$ cat src/rtl/core/kpm_pkg.sv
`timescale 1ns / 1ps
// ----------------------------------------------------------------------------
// kpm_pkg
// Shared types, codes and widths of the key position to MIDI mapper.
// ----------------------------------------------------------------------------
package kpm_pkg;

  localparam int PositionBits = 16;
  localparam int MagBits      = (PositionBits > 16) ? PositionBits : 16;
  localparam int DiffBits     = MagBits + 1;
  localparam int GainBits     = 16;
  localparam int ProdBits     = MagBits + GainBits;
  localparam int VelShift     = 16;
  localparam int AtShift      = PositionBits - 2 + 8;
  localparam int CmdDepth     = 2;
  localparam int PaddrBits    = 5;
  localparam int PdataBits    = 32;

  localparam logic [6:0] VelMissingValue  = 7'd63;
  localparam logic [6:0] PercMissingValue = 7'd0;
  localparam logic [6:0] DataMax          = 7'd127;

  typedef enum logic [2:0] {
    KIND_PRESS   = 3'd0,
    KIND_RELEASE = 3'd1,
    KIND_PERC    = 3'd2,
    KIND_TICK    = 3'd3,
    KIND_RESET   = 3'd4
  } kind_e;

  typedef enum logic [1:0] {
    MSG_NOTE_ON  = 2'd0,
    MSG_NOTE_OFF = 2'd1,
    MSG_POLY_AT  = 2'd2
  } msg_e;

  typedef enum logic [2:0] {
    OP_NOTE_ON,
    OP_NOTE_OFF,
    OP_NOTE_OFF_DUAL,
    OP_PERC_ON,
    OP_AFTERTOUCH
  } op_e;

  typedef enum logic [2:0] {
    REG_NOTE_NUMBER  = 3'd0,
    REG_MAIN_CHANNEL = 3'd1,
    REG_PERC_CHANNEL = 3'd2,
    REG_AT_THRESHOLD = 3'd3,
    REG_AT_GAIN      = 3'd4,
    REG_PRESS_GAIN   = 3'd5,
    REG_RELEASE_GAIN = 3'd6,
    REG_PERC_GAIN    = 3'd7
  } reg_e;

  typedef struct packed {
    logic [2:0]                     kind;
    logic signed [15:0]             velocity;
    logic                           velocity_missing;
    logic signed [15:0]             percussiveness;
    logic                           perc_missing;
    logic signed [PositionBits-1:0] position;
    logic                           position_present;
  } in_word_t;

  typedef struct packed {
    logic [1:0] msg_type;
    logic [3:0] channel;
    logic [6:0] note;
    logic [6:0] data_value;
    logic       last;
  } out_word_t;

  typedef struct packed {
    logic [6:0]          note_number;
    logic [3:0]          main_channel;
    logic [4:0]          perc_channel;
    logic signed [15:0]  aftertouch_threshold;
    logic [GainBits-1:0] aftertouch_gain;
    logic [GainBits-1:0] press_gain;
    logic [GainBits-1:0] release_gain;
    logic [GainBits-1:0] perc_gain;
  } cfg_t;

  typedef struct packed {
    op_e                op;
    logic               missing;
    logic [MagBits-1:0] mag;
  } cmd_t;

endpackage

$ cat src/rtl/core/kpm_front.sv
`timescale 1ns / 1ps
// ----------------------------------------------------------------------------
// kpm_front
// Accepts key events, tracks the note flag and turns each event into a
// command for the back end, or drops it.
// ----------------------------------------------------------------------------
module kpm_front (
  input  logic            clk_i,
  input  logic            rst_ni,
  input  logic            in_valid_i,
  output logic            in_ready_o,
  input  kpm_pkg::in_word_t in_word_i,
  input  kpm_pkg::cfg_t   cfg_i,
  output logic            cmd_valid_o,
  input  logic            cmd_ready_i,
  output kpm_pkg::cmd_t   cmd_o
);

  logic                                note_active_q, note_active_d;
  logic                                push;
  logic                                perc_on;
  logic signed [kpm_pkg::DiffBits-1:0] pos_ext, thr_ext, diff;
  logic [kpm_pkg::MagBits-1:0]         vel_mag, perc_mag;

  assign perc_on  = ~cfg_i.perc_channel[4];
  assign pos_ext  = kpm_pkg::DiffBits'(in_word_i.position);
  assign thr_ext  = kpm_pkg::DiffBits'(cfg_i.aftertouch_threshold);
  assign diff     = pos_ext - thr_ext;
  // non-positive values scale to zero
  assign vel_mag  = in_word_i.velocity[15] ? '0
                                           : kpm_pkg::MagBits'(in_word_i.velocity[14:0]);
  assign perc_mag = in_word_i.percussiveness[15] ? '0
                                           : kpm_pkg::MagBits'(in_word_i.percussiveness[14:0]);

  always_comb begin
    push          = 1'b0;
    note_active_d = note_active_q;
    cmd_o.op      = kpm_pkg::OP_NOTE_ON;
    cmd_o.missing = 1'b0;
    cmd_o.mag     = '0;
    case (in_word_i.kind)
      kpm_pkg::KIND_PRESS: begin
        if (!note_active_q) begin
          push          = 1'b1;
          cmd_o.op      = kpm_pkg::OP_NOTE_ON;
          cmd_o.missing = in_word_i.velocity_missing;
          cmd_o.mag     = vel_mag;
          note_active_d = 1'b1;
        end
      end
      kpm_pkg::KIND_RELEASE: begin
        if (note_active_q) begin
          push          = 1'b1;
          cmd_o.op      = perc_on ? kpm_pkg::OP_NOTE_OFF_DUAL : kpm_pkg::OP_NOTE_OFF;
          cmd_o.missing = in_word_i.velocity_missing;
          cmd_o.mag     = vel_mag;
          note_active_d = 1'b0;
        end
      end
      kpm_pkg::KIND_PERC: begin
        if (perc_on) begin
          push          = 1'b1;
          cmd_o.op      = kpm_pkg::OP_PERC_ON;
          cmd_o.missing = in_word_i.perc_missing;
          cmd_o.mag     = perc_mag;
        end
      end
      kpm_pkg::KIND_TICK: begin
        if (in_word_i.position_present && note_active_q) begin
          push          = 1'b1;
          cmd_o.op      = kpm_pkg::OP_AFTERTOUCH;
          // below threshold gives zero pressure
          cmd_o.mag     = diff[kpm_pkg::DiffBits-1] ? '0 : diff[kpm_pkg::MagBits-1:0];
        end
      end
      kpm_pkg::KIND_RESET: begin
        note_active_d = 1'b0;
      end
      default: begin
        push = 1'b0;
      end
    endcase
  end

  assign in_ready_o  = cmd_ready_i;
  assign cmd_valid_o = in_valid_i & push;

  always_ff @(posedge clk_i or negedge rst_ni) begin
    if (!rst_ni) begin
      note_active_q <= 1'b0;
    end else if (in_valid_i && cmd_ready_i) begin
      note_active_q <= note_active_d;
    end
  end

endmodule

$ cat src/rtl/core/kpm_cmd_fifo.sv
`timescale 1ns / 1ps
// ----------------------------------------------------------------------------
// kpm_cmd_fifo
// Short command queue between the front end and the back end.
// ----------------------------------------------------------------------------
module kpm_cmd_fifo #(
  parameter int Depth = kpm_pkg::CmdDepth
) (
  input  logic          clk_i,
  input  logic          rst_ni,
  input  logic          push_valid_i,
  output logic          push_ready_o,
  input  kpm_pkg::cmd_t push_data_i,
  output logic          pop_valid_o,
  input  logic          pop_ready_i,
  output kpm_pkg::cmd_t pop_data_o
);

  localparam int PtrBits = (Depth > 1) ? $clog2(Depth) : 1;
  localparam int CntBits = $clog2(Depth + 1);

  kpm_pkg::cmd_t      mem_q [Depth];
  logic [PtrBits-1:0] wr_ptr_q, rd_ptr_q;
  logic [CntBits-1:0] count_q;
  logic               do_push, do_pop;

  assign push_ready_o = (count_q != CntBits'(Depth));
  assign pop_valid_o  = (count_q != '0);
  assign do_push      = push_valid_i & push_ready_o;
  assign do_pop       = pop_valid_o & pop_ready_i;
  assign pop_data_o   = mem_q[rd_ptr_q];

  always_ff @(posedge clk_i or negedge rst_ni) begin
    if (!rst_ni) begin
      wr_ptr_q <= '0;
      rd_ptr_q <= '0;
      count_q  <= '0;
    end else begin
      if (do_push) begin
        wr_ptr_q <= (wr_ptr_q == PtrBits'(Depth - 1)) ? '0 : wr_ptr_q + 1'b1;
      end
      if (do_pop) begin
        rd_ptr_q <= (rd_ptr_q == PtrBits'(Depth - 1)) ? '0 : rd_ptr_q + 1'b1;
      end
      if (do_push && !do_pop) begin
        count_q <= count_q + 1'b1;
      end else if (do_pop && !do_push) begin
        count_q <= count_q - 1'b1;
      end
    end
  end

  always_ff @(posedge clk_i) begin
    if (do_push) begin
      mem_q[wr_ptr_q] <= push_data_i;
    end
  end

endmodule

$ cat src/rtl/core/kpm_back.sv
`timescale 1ns / 1ps
// ----------------------------------------------------------------------------
// kpm_back
// Scales the command operand, saturates it and builds the MIDI words,
// sending a second note-off word on the percussion channel when asked.
// ----------------------------------------------------------------------------
module kpm_back (
  input  logic               clk_i,
  input  logic               rst_ni,
  input  kpm_pkg::cfg_t      cfg_i,
  input  logic               cmd_valid_i,
  output logic               cmd_ready_o,
  input  kpm_pkg::cmd_t      cmd_i,
  output logic               out_valid_o,
  input  logic               out_ready_i,
  output kpm_pkg::out_word_t out_word_o
);

  logic [kpm_pkg::GainBits-1:0] gain;
  logic [kpm_pkg::ProdBits-1:0] prod, shifted;

  logic                         m_valid_q;
  kpm_pkg::op_e                 m_op_q;
  logic                         m_missing_q;
  logic [kpm_pkg::ProdBits-1:0] m_prod_q;

  logic [6:0]                   sat, data;
  logic [6:0]                   last_pressure_q;
  logic                         emit, m_adv, out_free, out_fire;
  kpm_pkg::out_word_t           msg;

  logic                         out_valid_q, sec_q;
  kpm_pkg::out_word_t           out_q;

  // multiply stage
  always_comb begin
    case (cmd_i.op)
      kpm_pkg::OP_NOTE_ON:       gain = cfg_i.press_gain;
      kpm_pkg::OP_NOTE_OFF:      gain = cfg_i.release_gain;
      kpm_pkg::OP_NOTE_OFF_DUAL: gain = cfg_i.release_gain;
      kpm_pkg::OP_PERC_ON:       gain = cfg_i.perc_gain;
      kpm_pkg::OP_AFTERTOUCH:    gain = cfg_i.aftertouch_gain;
      default:                   gain = '0;
    endcase
  end

  assign prod = kpm_pkg::ProdBits'(cmd_i.mag) * kpm_pkg::ProdBits'(gain);

  // saturate and build the word
  assign shifted = (m_op_q == kpm_pkg::OP_AFTERTOUCH) ? (m_prod_q >> kpm_pkg::AtShift)
                                                      : (m_prod_q >> kpm_pkg::VelShift);
  assign sat = (shifted > kpm_pkg::ProdBits'(kpm_pkg::DataMax)) ? kpm_pkg::DataMax
                                                                : shifted[6:0];

  always_comb begin
    data           = sat;
    msg.msg_type   = kpm_pkg::MSG_NOTE_ON;
    msg.channel    = cfg_i.main_channel;
    msg.note       = cfg_i.note_number;
    msg.last       = 1'b1;
    emit           = 1'b1;
    case (m_op_q)
      kpm_pkg::OP_NOTE_ON: begin
        if (m_missing_q) begin
          data = kpm_pkg::VelMissingValue;
        end
      end
      kpm_pkg::OP_NOTE_OFF: begin
        msg.msg_type = kpm_pkg::MSG_NOTE_OFF;
        if (m_missing_q) begin
          data = kpm_pkg::VelMissingValue;
        end
      end
      kpm_pkg::OP_NOTE_OFF_DUAL: begin
        msg.msg_type = kpm_pkg::MSG_NOTE_OFF;
        msg.last     = 1'b0;
        if (m_missing_q) begin
          data = kpm_pkg::VelMissingValue;
        end
      end
      kpm_pkg::OP_PERC_ON: begin
        msg.channel = cfg_i.perc_channel[3:0];
        if (m_missing_q) begin
          data = kpm_pkg::PercMissingValue;
        end
      end
      kpm_pkg::OP_AFTERTOUCH: begin
        msg.msg_type = kpm_pkg::MSG_POLY_AT;
        emit         = (sat != last_pressure_q);
      end
      default: begin
        emit = 1'b0;
      end
    endcase
    msg.data_value = data;
  end

  assign out_fire    = out_valid_q & out_ready_i;
  assign out_free    = !out_valid_q || (out_ready_i && !sec_q);
  assign m_adv       = m_valid_q & out_free;
  assign cmd_ready_o = !m_valid_q || m_adv;

  always_ff @(posedge clk_i or negedge rst_ni) begin
    if (!rst_ni) begin
      m_valid_q       <= 1'b0;
      out_valid_q     <= 1'b0;
      sec_q           <= 1'b0;
      last_pressure_q <= '0;
    end else begin
      if (cmd_ready_o) begin
        m_valid_q <= cmd_valid_i;
      end
      if (m_adv && emit) begin
        out_valid_q <= 1'b1;
        sec_q       <= (m_op_q == kpm_pkg::OP_NOTE_OFF_DUAL);
      end else if (out_fire) begin
        if (sec_q) begin
          sec_q <= 1'b0;
        end else begin
          out_valid_q <= 1'b0;
        end
      end
      if (m_adv) begin
        if (m_op_q == kpm_pkg::OP_NOTE_OFF || m_op_q == kpm_pkg::OP_NOTE_OFF_DUAL) begin
          last_pressure_q <= '0;
        end else if (m_op_q == kpm_pkg::OP_AFTERTOUCH) begin
          last_pressure_q <= sat;
        end
      end
    end
  end

  always_ff @(posedge clk_i) begin
    if (cmd_ready_o && cmd_valid_i) begin
      m_op_q      <= cmd_i.op;
      m_missing_q <= cmd_i.missing;
      m_prod_q    <= prod;
    end
    if (m_adv && emit) begin
      out_q <= msg;
    end else if (out_fire && sec_q) begin
      // percussion copy of the note-off
      out_q.channel <= cfg_i.perc_channel[3:0];
      out_q.last    <= 1'b1;
    end
  end

  assign out_valid_o = out_valid_q;
  assign out_word_o  = out_q;

endmodule

$ cat src/rtl/core/key_position_to_midi_mapper_top.sv
`timescale 1ns / 1ps
// ----------------------------------------------------------------------------
// key_position_to_midi_mapper_top
// Maps key events of one key to MIDI note-on, note-off and aftertouch words.
//
// Input channel (in_valid_i / in_ready_o / in_word_i) takes key event words:
// press, release, percussiveness, position tick and reset. Output channel
// (out_valid_o / out_ready_i / out_word_o) gives MIDI words; last marks the
// final word caused by an input word. Registers are set over the APB port
// by the user, only while the block is idle; the block does not enforce it.
// An input word that produces output passes the command queue, the multiply
// register and the output register, in that order.
// Throughput: one input word per cycle while the command queue has room; a
// release with the percussion channel enabled holds the output register for
// two words, set by the single output register and its second note-off.
// Reset clears the note flag, the last aftertouch value, the queue and the
// output; registers return to note 60, channel 0, percussion off, gains 0.
// When the receiver stalls, the output word holds, the multiply register and
// the command queue fill and then in_ready_o drops.
// ----------------------------------------------------------------------------
module key_position_to_midi_mapper_top #(
  parameter int CmdDepth = kpm_pkg::CmdDepth
) (
  input  logic                              clk_i,
  input  logic                              rst_ni,
  input  logic                              in_valid_i,
  output logic                              in_ready_o,
  input  kpm_pkg::in_word_t                 in_word_i,
  output logic                              out_valid_o,
  input  logic                              out_ready_i,
  output kpm_pkg::out_word_t                out_word_o,
  input  logic                              psel,
  input  logic                              penable,
  input  logic                              pwrite,
  input  logic [kpm_pkg::PaddrBits-1:0]     paddr,
  input  logic [kpm_pkg::PdataBits-1:0]     pwdata,
  output logic [kpm_pkg::PdataBits-1:0]     prdata,
  output logic                              pready
);

  kpm_pkg::cfg_t cfg_q;
  kpm_pkg::reg_e reg_idx;
  logic          cfg_we;

  logic          cmd_in_valid, cmd_in_ready, cmd_out_valid, cmd_out_ready;
  kpm_pkg::cmd_t cmd_in, cmd_out;

  assign pready  = 1'b1;
  assign reg_idx = kpm_pkg::reg_e'(paddr[4:2]);
  assign cfg_we  = psel & penable & pwrite & pready;

  always_ff @(posedge clk_i or negedge rst_ni) begin
    if (!rst_ni) begin
      cfg_q.note_number          <= 7'd60;
      cfg_q.main_channel         <= '0;
      cfg_q.perc_channel         <= 5'd16;
      cfg_q.aftertouch_threshold <= '0;
      cfg_q.aftertouch_gain      <= '0;
      cfg_q.press_gain           <= '0;
      cfg_q.release_gain         <= '0;
      cfg_q.perc_gain            <= '0;
    end else if (cfg_we) begin
      case (reg_idx)
        kpm_pkg::REG_NOTE_NUMBER:  cfg_q.note_number          <= pwdata[6:0];
        kpm_pkg::REG_MAIN_CHANNEL: cfg_q.main_channel         <= pwdata[3:0];
        kpm_pkg::REG_PERC_CHANNEL: cfg_q.perc_channel         <= pwdata[4:0];
        kpm_pkg::REG_AT_THRESHOLD: cfg_q.aftertouch_threshold <= pwdata[15:0];
        kpm_pkg::REG_AT_GAIN:      cfg_q.aftertouch_gain      <= pwdata[15:0];
        kpm_pkg::REG_PRESS_GAIN:   cfg_q.press_gain           <= pwdata[15:0];
        kpm_pkg::REG_RELEASE_GAIN: cfg_q.release_gain         <= pwdata[15:0];
        kpm_pkg::REG_PERC_GAIN:    cfg_q.perc_gain            <= pwdata[15:0];
        default: begin
          cfg_q.note_number <= cfg_q.note_number;
        end
      endcase
    end
  end

  always_comb begin
    case (reg_idx)
      kpm_pkg::REG_NOTE_NUMBER:  prdata = kpm_pkg::PdataBits'(cfg_q.note_number);
      kpm_pkg::REG_MAIN_CHANNEL: prdata = kpm_pkg::PdataBits'(cfg_q.main_channel);
      kpm_pkg::REG_PERC_CHANNEL: prdata = kpm_pkg::PdataBits'(cfg_q.perc_channel);
      kpm_pkg::REG_AT_THRESHOLD: prdata = kpm_pkg::PdataBits'(cfg_q.aftertouch_threshold);
      kpm_pkg::REG_AT_GAIN:      prdata = kpm_pkg::PdataBits'(cfg_q.aftertouch_gain);
      kpm_pkg::REG_PRESS_GAIN:   prdata = kpm_pkg::PdataBits'(cfg_q.press_gain);
      kpm_pkg::REG_RELEASE_GAIN: prdata = kpm_pkg::PdataBits'(cfg_q.release_gain);
      kpm_pkg::REG_PERC_GAIN:    prdata = kpm_pkg::PdataBits'(cfg_q.perc_gain);
      default:                   prdata = '0;
    endcase
  end

  kpm_front u_front (
    .clk_i       (clk_i),
    .rst_ni      (rst_ni),
    .in_valid_i  (in_valid_i),
    .in_ready_o  (in_ready_o),
    .in_word_i   (in_word_i),
    .cfg_i       (cfg_q),
    .cmd_valid_o (cmd_in_valid),
    .cmd_ready_i (cmd_in_ready),
    .cmd_o       (cmd_in)
  );

  kpm_cmd_fifo #(
    .Depth (CmdDepth)
  ) u_cmd_fifo (
    .clk_i        (clk_i),
    .rst_ni       (rst_ni),
    .push_valid_i (cmd_in_valid),
    .push_ready_o (cmd_in_ready),
    .push_data_i  (cmd_in),
    .pop_valid_o  (cmd_out_valid),
    .pop_ready_i  (cmd_out_ready),
    .pop_data_o   (cmd_out)
  );

  kpm_back u_back (
    .clk_i       (clk_i),
    .rst_ni      (rst_ni),
    .cfg_i       (cfg_q),
    .cmd_valid_i (cmd_out_valid),
    .cmd_ready_o (cmd_out_ready),
    .cmd_i       (cmd_out),
    .out_valid_o (out_valid_o),
    .out_ready_i (out_ready_i),
    .out_word_o  (out_word_o)
  );

endmodule

$ cat config.mk
export PLATFORM = sky130hd
export DESIGN_NAME = key_position_to_midi_mapper_top
export DESIGN_NICKNAME = d
export VERILOG_FILES = /design/src/rtl/core/kpm_pkg.sv /design/src/rtl/core/kpm_front.sv /design/src/rtl/core/kpm_cmd_fifo.sv /design/src/rtl/core/kpm_back.sv /design/src/rtl/core/key_position_to_midi_mapper_top.sv
export SDC_FILE = /design/constraint.sdc
export NUM_CORES = 1
export LEC_CHECK = 0
export ABC_AREA = 1
export BUFFER_PORTS_ARGS = -buffer_cell sky130_fd_sc_hd__buf_2
export CORE_ASPECT_RATIO = 1.25
export CORE_MARGIN = 2
export CORE_UTILIZATION = 30
export CTS_CLUSTER_SIZE = 14
export DETAILED_ROUTE_END_ITERATION = 10
export PLACE_DENSITY = 0.42
export REMOVE_ABC_BUFFERS = 1
export SYNTH_ARGS = -nofsm -noshare
export SYNTH_HDL_FRONTEND = slang
export SYNTH_HIERARCHICAL = 1
export SYNTH_SLANG_ARGS = --single-unit
$ cat constraint.sdc
create_clock -name clk_i -period 8.3 [get_ports clk_i]
set_input_delay 1.66 -clock clk_i [delete_from_list [all_inputs] [get_ports clk_i]]
set_output_delay 1.66 -clock clk_i [all_outputs]
set_load 0.05 [all_outputs]
==> flow_summary.yaml, run 1 <==
die:
  die_width_um: 230
  placeableCoreArea_sq_um: 63100
  placement_rows: 103
  design.portCount: 154
  floorplan.die.height_um: 286
  die-area_sq_um: 65800
  start_util_pct: 30.3
clock_tree:
  postCtsHoldBufs: 0
  clock_sink_count: 192
  cts_buffer_depth: 2
  tritoncts: "done"
  tritoncts.num_buffers: 17
  post-cts-setup-buffers: 0
  clockRootBuffer: "clkbuf_16"
  clk_pin_slew_ns: 0.08
  clk_latency_ns: 0.45
  clock_tree.htree_level_count: 4
worst_setup_path:
  worst_path_most_repeated_cell: "nand2_1"
  worstPathMaxFanout: 14
  worst_setup_path_end_kind: "flop"
  crit_arrival_ns: 7.93
  cpMaxStageDelayCell: "a21oi_1"
  criticalPathCategory: "reg2reg"
  startpoint_type: "flop"
  ff_to_ff_setup_slack_ns: 0.57
  required_time_of_the_worst_setup_path_ns: 8.50
  crit_path_max_incr_delay_ns: 0.73
logic_synthesis:
  asyncSetResetFlopFracSynth_pct: 57.8
  syn_area_sq_um: 19100
  yosys_most_used_dff: "dfrtp_1"
  synthesized_netlist_cell_count: 2427
  ys_ff_latch: 192
  synth_cell_types: 50
  synth-edff-count: 81
  synth_sequential_area_ratio_pct: 27.3
  syn_avg_cell_area_sq_um: 7.88
  synth.yosys.warnings: 6
drt:
  routed-via-count: 15791
  routed_wire_length_per_instance_um: 17.5
  first_pass_iters: 6
  route.final.wire_length_um: 59200
  drc: 0
  via_per_inst: 4.67
  number_of_drc_violations_after_detailed_routing_iteration_0: 944
  number_of_nets_still_failing_antenna_checks_after_routing: 0
grt:
  grt_start_max_net_pins: 67
  antenna_violations_before_repair: 2
  first_global_vias: 16729
  grt_overflow: 0
  wire_length_of_the_first_global_routing_pass_um: 94100
  aggregate_global_route_resource_usage_pct: 18.5
layout:
  leading_cell_type_in_the_layout_fill_and_taps_excluded: "nand2_1"
  fillers: 6881
  syn_to_final_growth_pct: 10.6
  post_layout_nonfiller_instances: 3379
  final_cell_mix: "nand2_1 (590), inv_1 (460), nor2_1 (284), fa_1 (194), buf_2 (133)"
  nNetsFinal: 2935
  drive_above_1_share_pct: 11.3
placement:
  gpl.final_weighted_congestion: 0.854
  hpwlAfterDp_um: 47300
  placedCellCount: 3346
  io_buffer_count: 134
sta:
  finalWorstPathRequiredPeriod_ns: 7.73
  max_slew_margin_pct: 28.1
  hold_violations: 0
  slew_violations: 0
  report.final.setup_viol: 0
  tightest_slew_ns: 1.07
  rsz0062_at_grt: "false"
  achievable-frequency_mhz: 129
  timing.clock.skew_ns: 0.0152
  finalCritPeriodShare_pct: 93.2
  setup_tns_ns: 0
run:
  count_of_max_cap_constraint_violations: 0
hold_path:
  hp-class: "reg2reg"
outcome:
  outcome: "finished, final reports clean"
==> registers in the layout, summed over array words and instances (netlist names), 2 cells and up <==
name                    cells
u_back/last_pressure_q      7
u_back/out_word_o          21
u_back/m_op_q               3
u_cmd_fifo/count_q          2
cfg_q                      96
u_cmd_fifo/mem_q           40
u_back/m_prod_q            16
==> metal layers <==
layer | up-vias | routed length [um] | track usage (%)
li1 | 7687 | - | -
met1 | 7706 | 24600 | 22.2
met2 | 324 | 30900 | 34.4
met3 | 72 | 1660 | 1.59
met4 | 2 | 2010 | 6.61
met5 | - | 5 | 0
==> path summary, 6_finish.rpt <==
kind | endpoint | cells past startpoint | from
min reg2reg | u_back/out_word_o[8] | 0 | cfg_q[89]
min in group asynchronous | cfg_q[95] | 1 | rst_ni
max reg2reg | u_back/m_prod_q[30] | 30 | u_cmd_fifo/rd_ptr_q
max in group asynchronous | cfg_q[14] | 2 | rst_ni
max | u_back/m_prod_q[30] | 30 | u_cmd_fifo/rd_ptr_q
min | u_back/out_word_o[8] | 0 | cfg_q[89]
==> critical path: cells and delay by family, from the launching register on <==
| kind | cells | cell delay (ns) |
|---|---|---|
| adder cells (fa/ha/maj) | 7 | 3.34 |
| buffers and inverters | 9 | 1.00 |
| AO/OA/AOI/OAI | 5 | 1.54 |
| AND/OR/NAND/NOR | 9 | 1.12 |
| flip-flops | 1 | 0.46 |
==> synthesized netlist by cell type (5+ instances only) <==
master / instances / area share (%)
ha_1: 118 / 7.7
o21ai_1: 14 / 0.37
inv_1: 460 / 9.0
o21ai_2: 7 / 0.32
nand3_1: 97 / 2.5
clkbuf_1: 20 / 0.39
a21oi_1: 84 / 2.2
nand2_2: 16 / 0.52
dfrtp_1: 106 / 14
nand2_4: 8 / 0.47
nand2_1: 590 / 12
a21oi_2: 9 / 0.41
a21o_1: 6 / 0.24
dfstp_2: 5 / 0.69
buf_2: 27 / 0.71
o21ai_0: 85 / 2.2
buf_4: 21 / 0.82
xor2_1: 13 / 0.60
inv_2: 7 / 0.14
fa_1: 194 / 20
nand4_1: 52 / 1.7
nor3_1: 10 / 0.26
clkinv_1: 9 / 0.18
o22ai_1: 7 / 0.23
edfxtp_1: 81 / 13
buf_1: 6 / 0.12
nor2_2: 10 / 0.33
a31oi_1: 24 / 0.78
xnor2_1: 7 / 0.32
nor2_4: 5 / 0.29
nor2_1: 285 / 5.6
buf_6: 14 / 0.82
==> final cells by class <==
| type | count | area [sq um] | area share, % |
|---|---|---|---|
| clock buffer | 19 | 454 | 2.15 |
| inverter | 479 | 1810 | 8.53 |
| tap | 840 | 1050 | 4.97 |
| sequential | 192 | 5220 | 24.7 |
| multi-input combinational | 1668 | 11600 | 54.7 |
| clock inverter | 13 | 136 | 0.645 |
| timing repair buffer | 167 | 921 | 4.35 |
| antenna | 1 | 2.50 | 0.0118 |
==> cell families after synthesis <==
family                   synth area share [%]
adder cells (fa/ha/maj)                  28.0
multiplexers                            0.235
XOR/XNOR                                 1.00
AO/OA/AOI/OAI                            7.04
flip-flops                               27.3
other                                  0.0196
AND/OR/NAND/NOR                          24.1
buffers and inverters                    12.3
==> what timing repair did <==
item / 4_1_cts / 5_1_grt
resized for setup: 0 / 1
hold endpoints to repair: 0 / 0
setup endpoints to repair: 0 / 6
==> stage by stage <==
step / area, sq um / utilization (%) / setup WS (ns) / hold slack, ns
floorplan: 18600 / - / 0.0432 / 0.448
global placement: 20600 / 32.6 / 0.378 / 0.492
detailed placement: 20600 / 32.6 / 0.371 / 0.493
CTS: 21200 / 33.5 / 0.356 / 0.513
global route: 21200 / 33.5 / 0.0802 / 0.529
finish: 21200 / 33.5 / 0.567 / 0.502
Power of run 1 is not shown: default switching activity piles up to over one toggle a cycle in this logic, so the estimate is an artifact.
==> run 2: changes to the inputs <==
ABC_AREA = 0   (was 1)
ABC_CLOCK_PERIOD_IN_PS = 8300   (was unset)
==> flow_summary.yaml, run 2 <==
die:
  start_util_pct: 30.4
  placement_rows: 101
  die-area_sq_um: 63700
  floorplan.die.height_um: 282
  die_width_um: 226
  design.portCount: 154
  placeableCoreArea_sq_um: 60900
logic_synthesis:
  synth.yosys.warnings: 6
  ys_top_cells_by_count: "inv_1 (272), fa_1 (194), nand2_1 (178)"
  synth_sequential_area_ratio_pct: 28.2
  ys_ff_latch: 192
  synth-edff-count: 81
  syn_area_sq_um: 18500
  xor_xnor_share_of_the_synthesized_area_pct: 1.85
  synth_area_leader_cell: "fa_1"
  synth_cell_types: 95
  post-synth-top-count-cell: "inv_1"
  synthSimpleGateAreaFrac_pct: 13.2
  main_combinational_cell_family_by_area_after_synthesis: "adder cells"
  asyncSetResetFlopFracSynth_pct: 57.8
  multiplexer_fraction_of_the_synthesized_cell_area_pct: 10.5
  netlist_top_cells_area: "fa_1 (21%), dfrtp_1 (14%), edfxtp_1 (13%), ha_1 (8.0%), mux2_2 (6.9%)"
  yosys_most_used_dff: "dfrtp_1"
  yosys.area_share.adder_pct: 29.0
  synthesized_netlist_cell_count: 1770
  syn_avg_cell_area_sq_um: 10.5
  synth_top_cell_area_share_pct: 21.0
  compound_gate_portion_of_the_synthesized_area_pct: 9.24
layout:
  leading_cell_type_in_the_layout_fill_and_taps_excluded: "inv_1"
  nNetsFinal: 2282
  area.sequential_sq_um: 5220
  final_cell_mix: "inv_1 (272), fa_1 (194), nand2_1 (178), buf_2 (133), ha_1 (118)"
  largest_register_ff_count: 96
  diodes: 0
  regMostFlops: "cfg_q"
  syn_to_final_growth_pct: 11.4
  fillers: 6329
  finalCoreUtilization_pct: 33.8
  multi_input_area_sq_um: 11800
  drive_above_1_share_pct: 20.3
sta:
  report.final.setup_viol: 0
  hold_violations: 0
  achievable-frequency_mhz: 128
  setup_tns_ns: 0
  finalCritPeriodShare_pct: 94.0
  finalWorstPathRequiredPeriod_ns: 7.81
  slew_violations: 0
  tightest_slew_ns: 1.13
  max_slew_margin_pct: 24.3
  timing.clock.skew_ns: 0.0168
  rsz0062_at_grt: "false"
drt:
  first_pass_iters: 7
  via_per_inst: 4.85
  routed-via-count: 13129
  routed_wire_length_per_instance_um: 19.5
  drc: 0
  route.final.wire_length_um: 52900
  number_of_drc_violations_after_detailed_routing_iteration_0: 633
  number_of_nets_still_failing_antenna_checks_after_routing: 0
grt:
  first_global_vias: 14311
  antenna_violations_before_repair: 1
  wire_length_of_the_first_global_routing_pass_um: 83400
  grt_start_max_net_pins: 63
  grt_overflow: 0
  aggregate_global_route_resource_usage_pct: 17.3
worst_setup_path:
  required_time_of_the_worst_setup_path_ns: 8.53
  crit_arrival_ns: 8.04
  ff_to_ff_setup_slack_ns: 0.49
  startpoint_type: "flop"
  worstPathMaxFanout: 16
  worst_setup_path_end_kind: "flop"
  criticalPathCategory: "reg2reg"
clock_tree:
  cts_buffer_depth: 2
  clockRootBuffer: "clkbuf_16"
  clock_sink_count: 192
  clk_latency_ns: 0.49
  tritoncts: "done"
  tritoncts.num_buffers: 17
  postCtsHoldBufs: 0
  clk_pin_slew_ns: 0.08
  clock_tree.htree_level_count: 4
placement:
  io_buffer_count: 134
  gpl.final_weighted_congestion: 0.844
  hpwlAfterDp_um: 41200
hold_path:
  hp-class: "reg2reg"
outcome:
  outcome: "finished, final reports clean"
run:
  count_of_max_cap_constraint_violations: 0
==> run 2: cell count changes after synthesis, sizes merged, moves of 31 or more <==
cell	before	now
inv	470	272
nand2	614	180
a21oi	93	51
nand4	52	15
and2	1	113
nor2	301	44
o21ai	106	75
nand3	103	17
mux2	4	125
==> run 2: area by class of cell <==
type,instances,area share (%)
clock buffers,18,2.08
inverters,272,4.95
multi-input cells,1218,57.3
well taps,824,5.00
repair buffers,171,4.61
clock inverters,14,0.698
flip-flops and latches,192,25.3
==> run 2: metal layers <==
layer	vias up	part of all wire (%)	track usage (%)
met5	-	0.025	0
met4	2	2.1	5.06
met3	73	2.8	2.63
met2	248	51	30.6
met1	6691	44	21.8
li1	6115	-	-
==> run 2: worst paths after layout <==
path | start | endpoint | depth (start not counted)
setup / recovery | u_cmd_fifo/rd_ptr_q | u_back/m_prod_q[28] | 25
hold / removal | cfg_q[89] | u_back/out_word_o[8] | 0
setup reg to reg | u_cmd_fifo/rd_ptr_q | u_back/m_prod_q[28] | 25
hold reg to reg | cfg_q[89] | u_back/out_word_o[8] | 0
max in group asynchronous | rst_ni | u_back/last_pressure_q[4] | 2
min in group asynchronous | rst_ni | cfg_q[75] | 1
==> run 2: cells by family after synthesis <==
group | after synthesis
simple gates | 461
buf+inv | 360
xor+xnor | 39
flops | 192
other cells | 1
fa+ha+maj | 312
compound gates | 251
mux | 154
==> run 2: metrics by stage <==
step	cells	area (sq um)	hold WS, ns	worst slack, ns
2_1_floorplan	1682	18000	0.442	-1.47
4_1_cts	2708	20600	0.501	0.163
3_5_place_dp	2676	20000	0.472	0.222
6_report	2709	20600	0.506	0.494
5_1_grt	2709	20600	0.518	0.0513
3_3_place_gp	2676	20000	0.474	0.252
==> run 2: repair_timing <==
action	4_1_cts	5_1_grt
buffers inserted	0	1
setup endpoints to repair	0	2
endpoints found under the hold margin	0	0
resized for setup	0	2
==> run 2: critical path, cell delays in order, from the launching register on <==
cell      delay [ns]
dfrtp_1         0.44
buf_4           0.21
mux2_2          0.25
nor3b_4         0.65
buf_4           0.28
nand2_1         0.06
o21ai_1         0.08
buf_4           0.28
nand2_1         0.12
fa_1            0.51
fa_1            0.55
inv_1           0.06
fa_1            0.48
fa_1            0.52
fa_1            0.51
inv_1           0.05
fa_1            0.47
inv_1           0.04
ha_1            0.37
nand2_1         0.09
o211ai_1        0.39
nand4_1         0.16
o32ai_1         0.25
a21o_1          0.22
o21ai_2         0.13
a311o_1         0.35
Power of run 2 is left out for the same reason.
==> run 3: changes to the inputs <==
--- a/constraint.sdc
+++ b/constraint.sdc
@@ -3,2 +3,2 @@
 set_output_delay 1.66 -clock clk_i [all_outputs]
-set_load 0.05 [all_outputs]
+set_load 0.01 [all_outputs]
==> flow_summary.yaml, run 3 (synthesis gave the netlist of run 2 again) <==
outcome:
  outcome: "finished, final reports clean"
sta:
  max_slew_margin_pct: 23.9
  report.final.setup_viol: 0
  timing.clock.skew_ns: 0.0205
  hold_violations: 0
  tightest_slew_ns: 1.14
  achievable-frequency_mhz: 127
  finalCritPeriodShare_pct: 94.6
  slew_violations: 0
  setup_tns_ns: 0
  finalWorstPathRequiredPeriod_ns: 7.86
  rsz0062_at_grt: "false"
grt:
  aggregate_global_route_resource_usage_pct: 17.3
  use_met1_pct: 22.0
  grt.met2_usage_pct: 30.6
  wire_length_of_the_first_global_routing_pass_um: 82700
  grt_overflow: 0
  first_global_vias: 14067
  grt_start_max_net_pins: 63
  grt_busiest_layer: "met2"
  antenna_violations_before_repair: 1
  met3_routing_resource_usage_after_global_routing_pct: 2.51
clock_tree:
  clk_latency_ns: 0.50
  clock_tree.htree_level_count: 4
  cts_buffer_depth: 2
  tritoncts: "done"
  tritoncts.num_buffers: 17
  clockRootBuffer: "clkbuf_16"
  clock_sink_count: 192
  clk_pin_slew_ns: 0.09
worst_setup_path:
  crit_path_max_incr_delay_ns: 0.63
  crit_arrival_ns: 8.09
  worst_setup_path_end_kind: "flop"
  cpMaxStageDelayCell: "nor3b_4"
  setup.worst_path.start: "u_cmd_fifo/rd_ptr_q"
  worstPathMaxFanout: 16
  timing.rr.end: "u_back/m_prod_q[28]"
  cp-endpoint: "u_back/m_prod_q[28]"
  path_buf_inv: 6
  critical_path_depth: 25
  ff_to_ff_setup_slack_ns: 0.44
  worst_path_most_repeated_cell: "fa_1"
  family_of_cells_with_the_greatest_summed_delay_on_the_critical_path: "adder cells"
  timing.rr.start: "u_cmd_fifo/rd_ptr_q"
  required_time_of_the_worst_setup_path_ns: 8.53
  startpoint_type: "flop"
  criticalPathCategory: "reg2reg"
  reg2regPathDepth: 25
placement:
  gpl.final_weighted_congestion: 0.843
  hpwlAfterDp_um: 40800
  io_buffer_count: 134
drt:
  number_of_nets_still_failing_antenna_checks_after_routing: 0
  routed-via-count: 13037
  via_per_inst: 4.81
  number_of_drc_violations_after_detailed_routing_iteration_0: 582
  drc: 0
  routed_wire_length_per_instance_um: 19.4
  route.final.wire_length_um: 52600
  first_pass_iters: 5
layout:
  regMostFlops: "cfg_q"
  nNetsFinal: 2282
  largest_register_ff_count: 96
  final_cell_mix: "inv_1 (272), fa_1 (194), nand2_1 (178), buf_2 (133), ha_1 (118)"
  leading_cell_type_in_the_layout_fill_and_taps_excluded: "inv_1"
  drive_above_1_share_pct: 20.3
  syn_to_final_growth_pct: 11.7
  diodes: 0
die:
  die_width_um: 226
  start_util_pct: 30.4
  placeableCoreArea_sq_um: 60900
  die-area_sq_um: 63700
  design.portCount: 154
  placement_rows: 101
  floorplan.die.height_um: 282
hold_path:
  hp-class: "reg2reg"
run:
  count_of_max_cap_constraint_violations: 0
==> run 3: cell types whose count changed in the layout (fill, tap and decap cells not counted), sizes merged <==
| cell | before | now |
|---|---|---|
| bufinv | 0 | 1 |
| clkinv | 6 | 8 |
| inv | 279 | 276 |
==> run 3: area by class of cell <==
type,count,area [sq um]
repair buffers,171,951
inverters,272,1020
clock buffers,18,450
well taps,824,1030
multi-input cells,1218,11800
flip-flops and latches,192,5220
clock inverters,14,189
fillers,6326,40200
==> run 3: worst min path at each step <==
stage          slack, ns  startpoint                     to  cells after the start
5_1_grt             0.52   cfg_q[95]  u_back/out_word_o[14]                      0
4_1_cts             0.50   cfg_q[95]  u_back/out_word_o[14]                      0
6_report            0.50   cfg_q[90]   u_back/out_word_o[9]                      0
3_5_place_dp        0.47   cfg_q[95]  u_back/out_word_o[14]                      0
2_1_floorplan       0.44   cfg_q[89]   u_back/out_word_o[8]                      0
3_3_place_gp        0.48   cfg_q[95]  u_back/out_word_o[14]                      0
==> run 3: repair_timing <==
| action | in CTS | in global routing |
|---|---|---|
| buffers inserted | 0 | 1 |
| setup endpoints to repair | 0 | 4 |
| hold buffers | 0 | 0 |
| resized for setup | 0 | 2 |
==> run 3: layer usage <==
| layer | vias to the layer above | share of wire [%] |
|---|---|---|
| li1 | 6100 | - |
| met3 | 59 | 2.6 |
| met5 | - | 0.025 |
| met1 | 6642 | 45 |
| met2 | 234 | 51 |
| met4 | 2 | 1.8 |
==> run 3: metrics by stage <==
stage	instance area, sq um	instances	hold WS [ns]	util [%]	setup slack (ns)
finish	20700	2709	0.498	33.9	0.444
global route	20700	2709	0.520	33.9	0.0648
detailed placement	20000	2676	0.473	32.9	0.238
global placement	20000	2676	0.476	32.9	0.236
floorplan	18000	1682	0.442	-	0.0320
CTS	20700	2708	0.499	33.9	0.180
Power of run 3 is left out for the same reason.
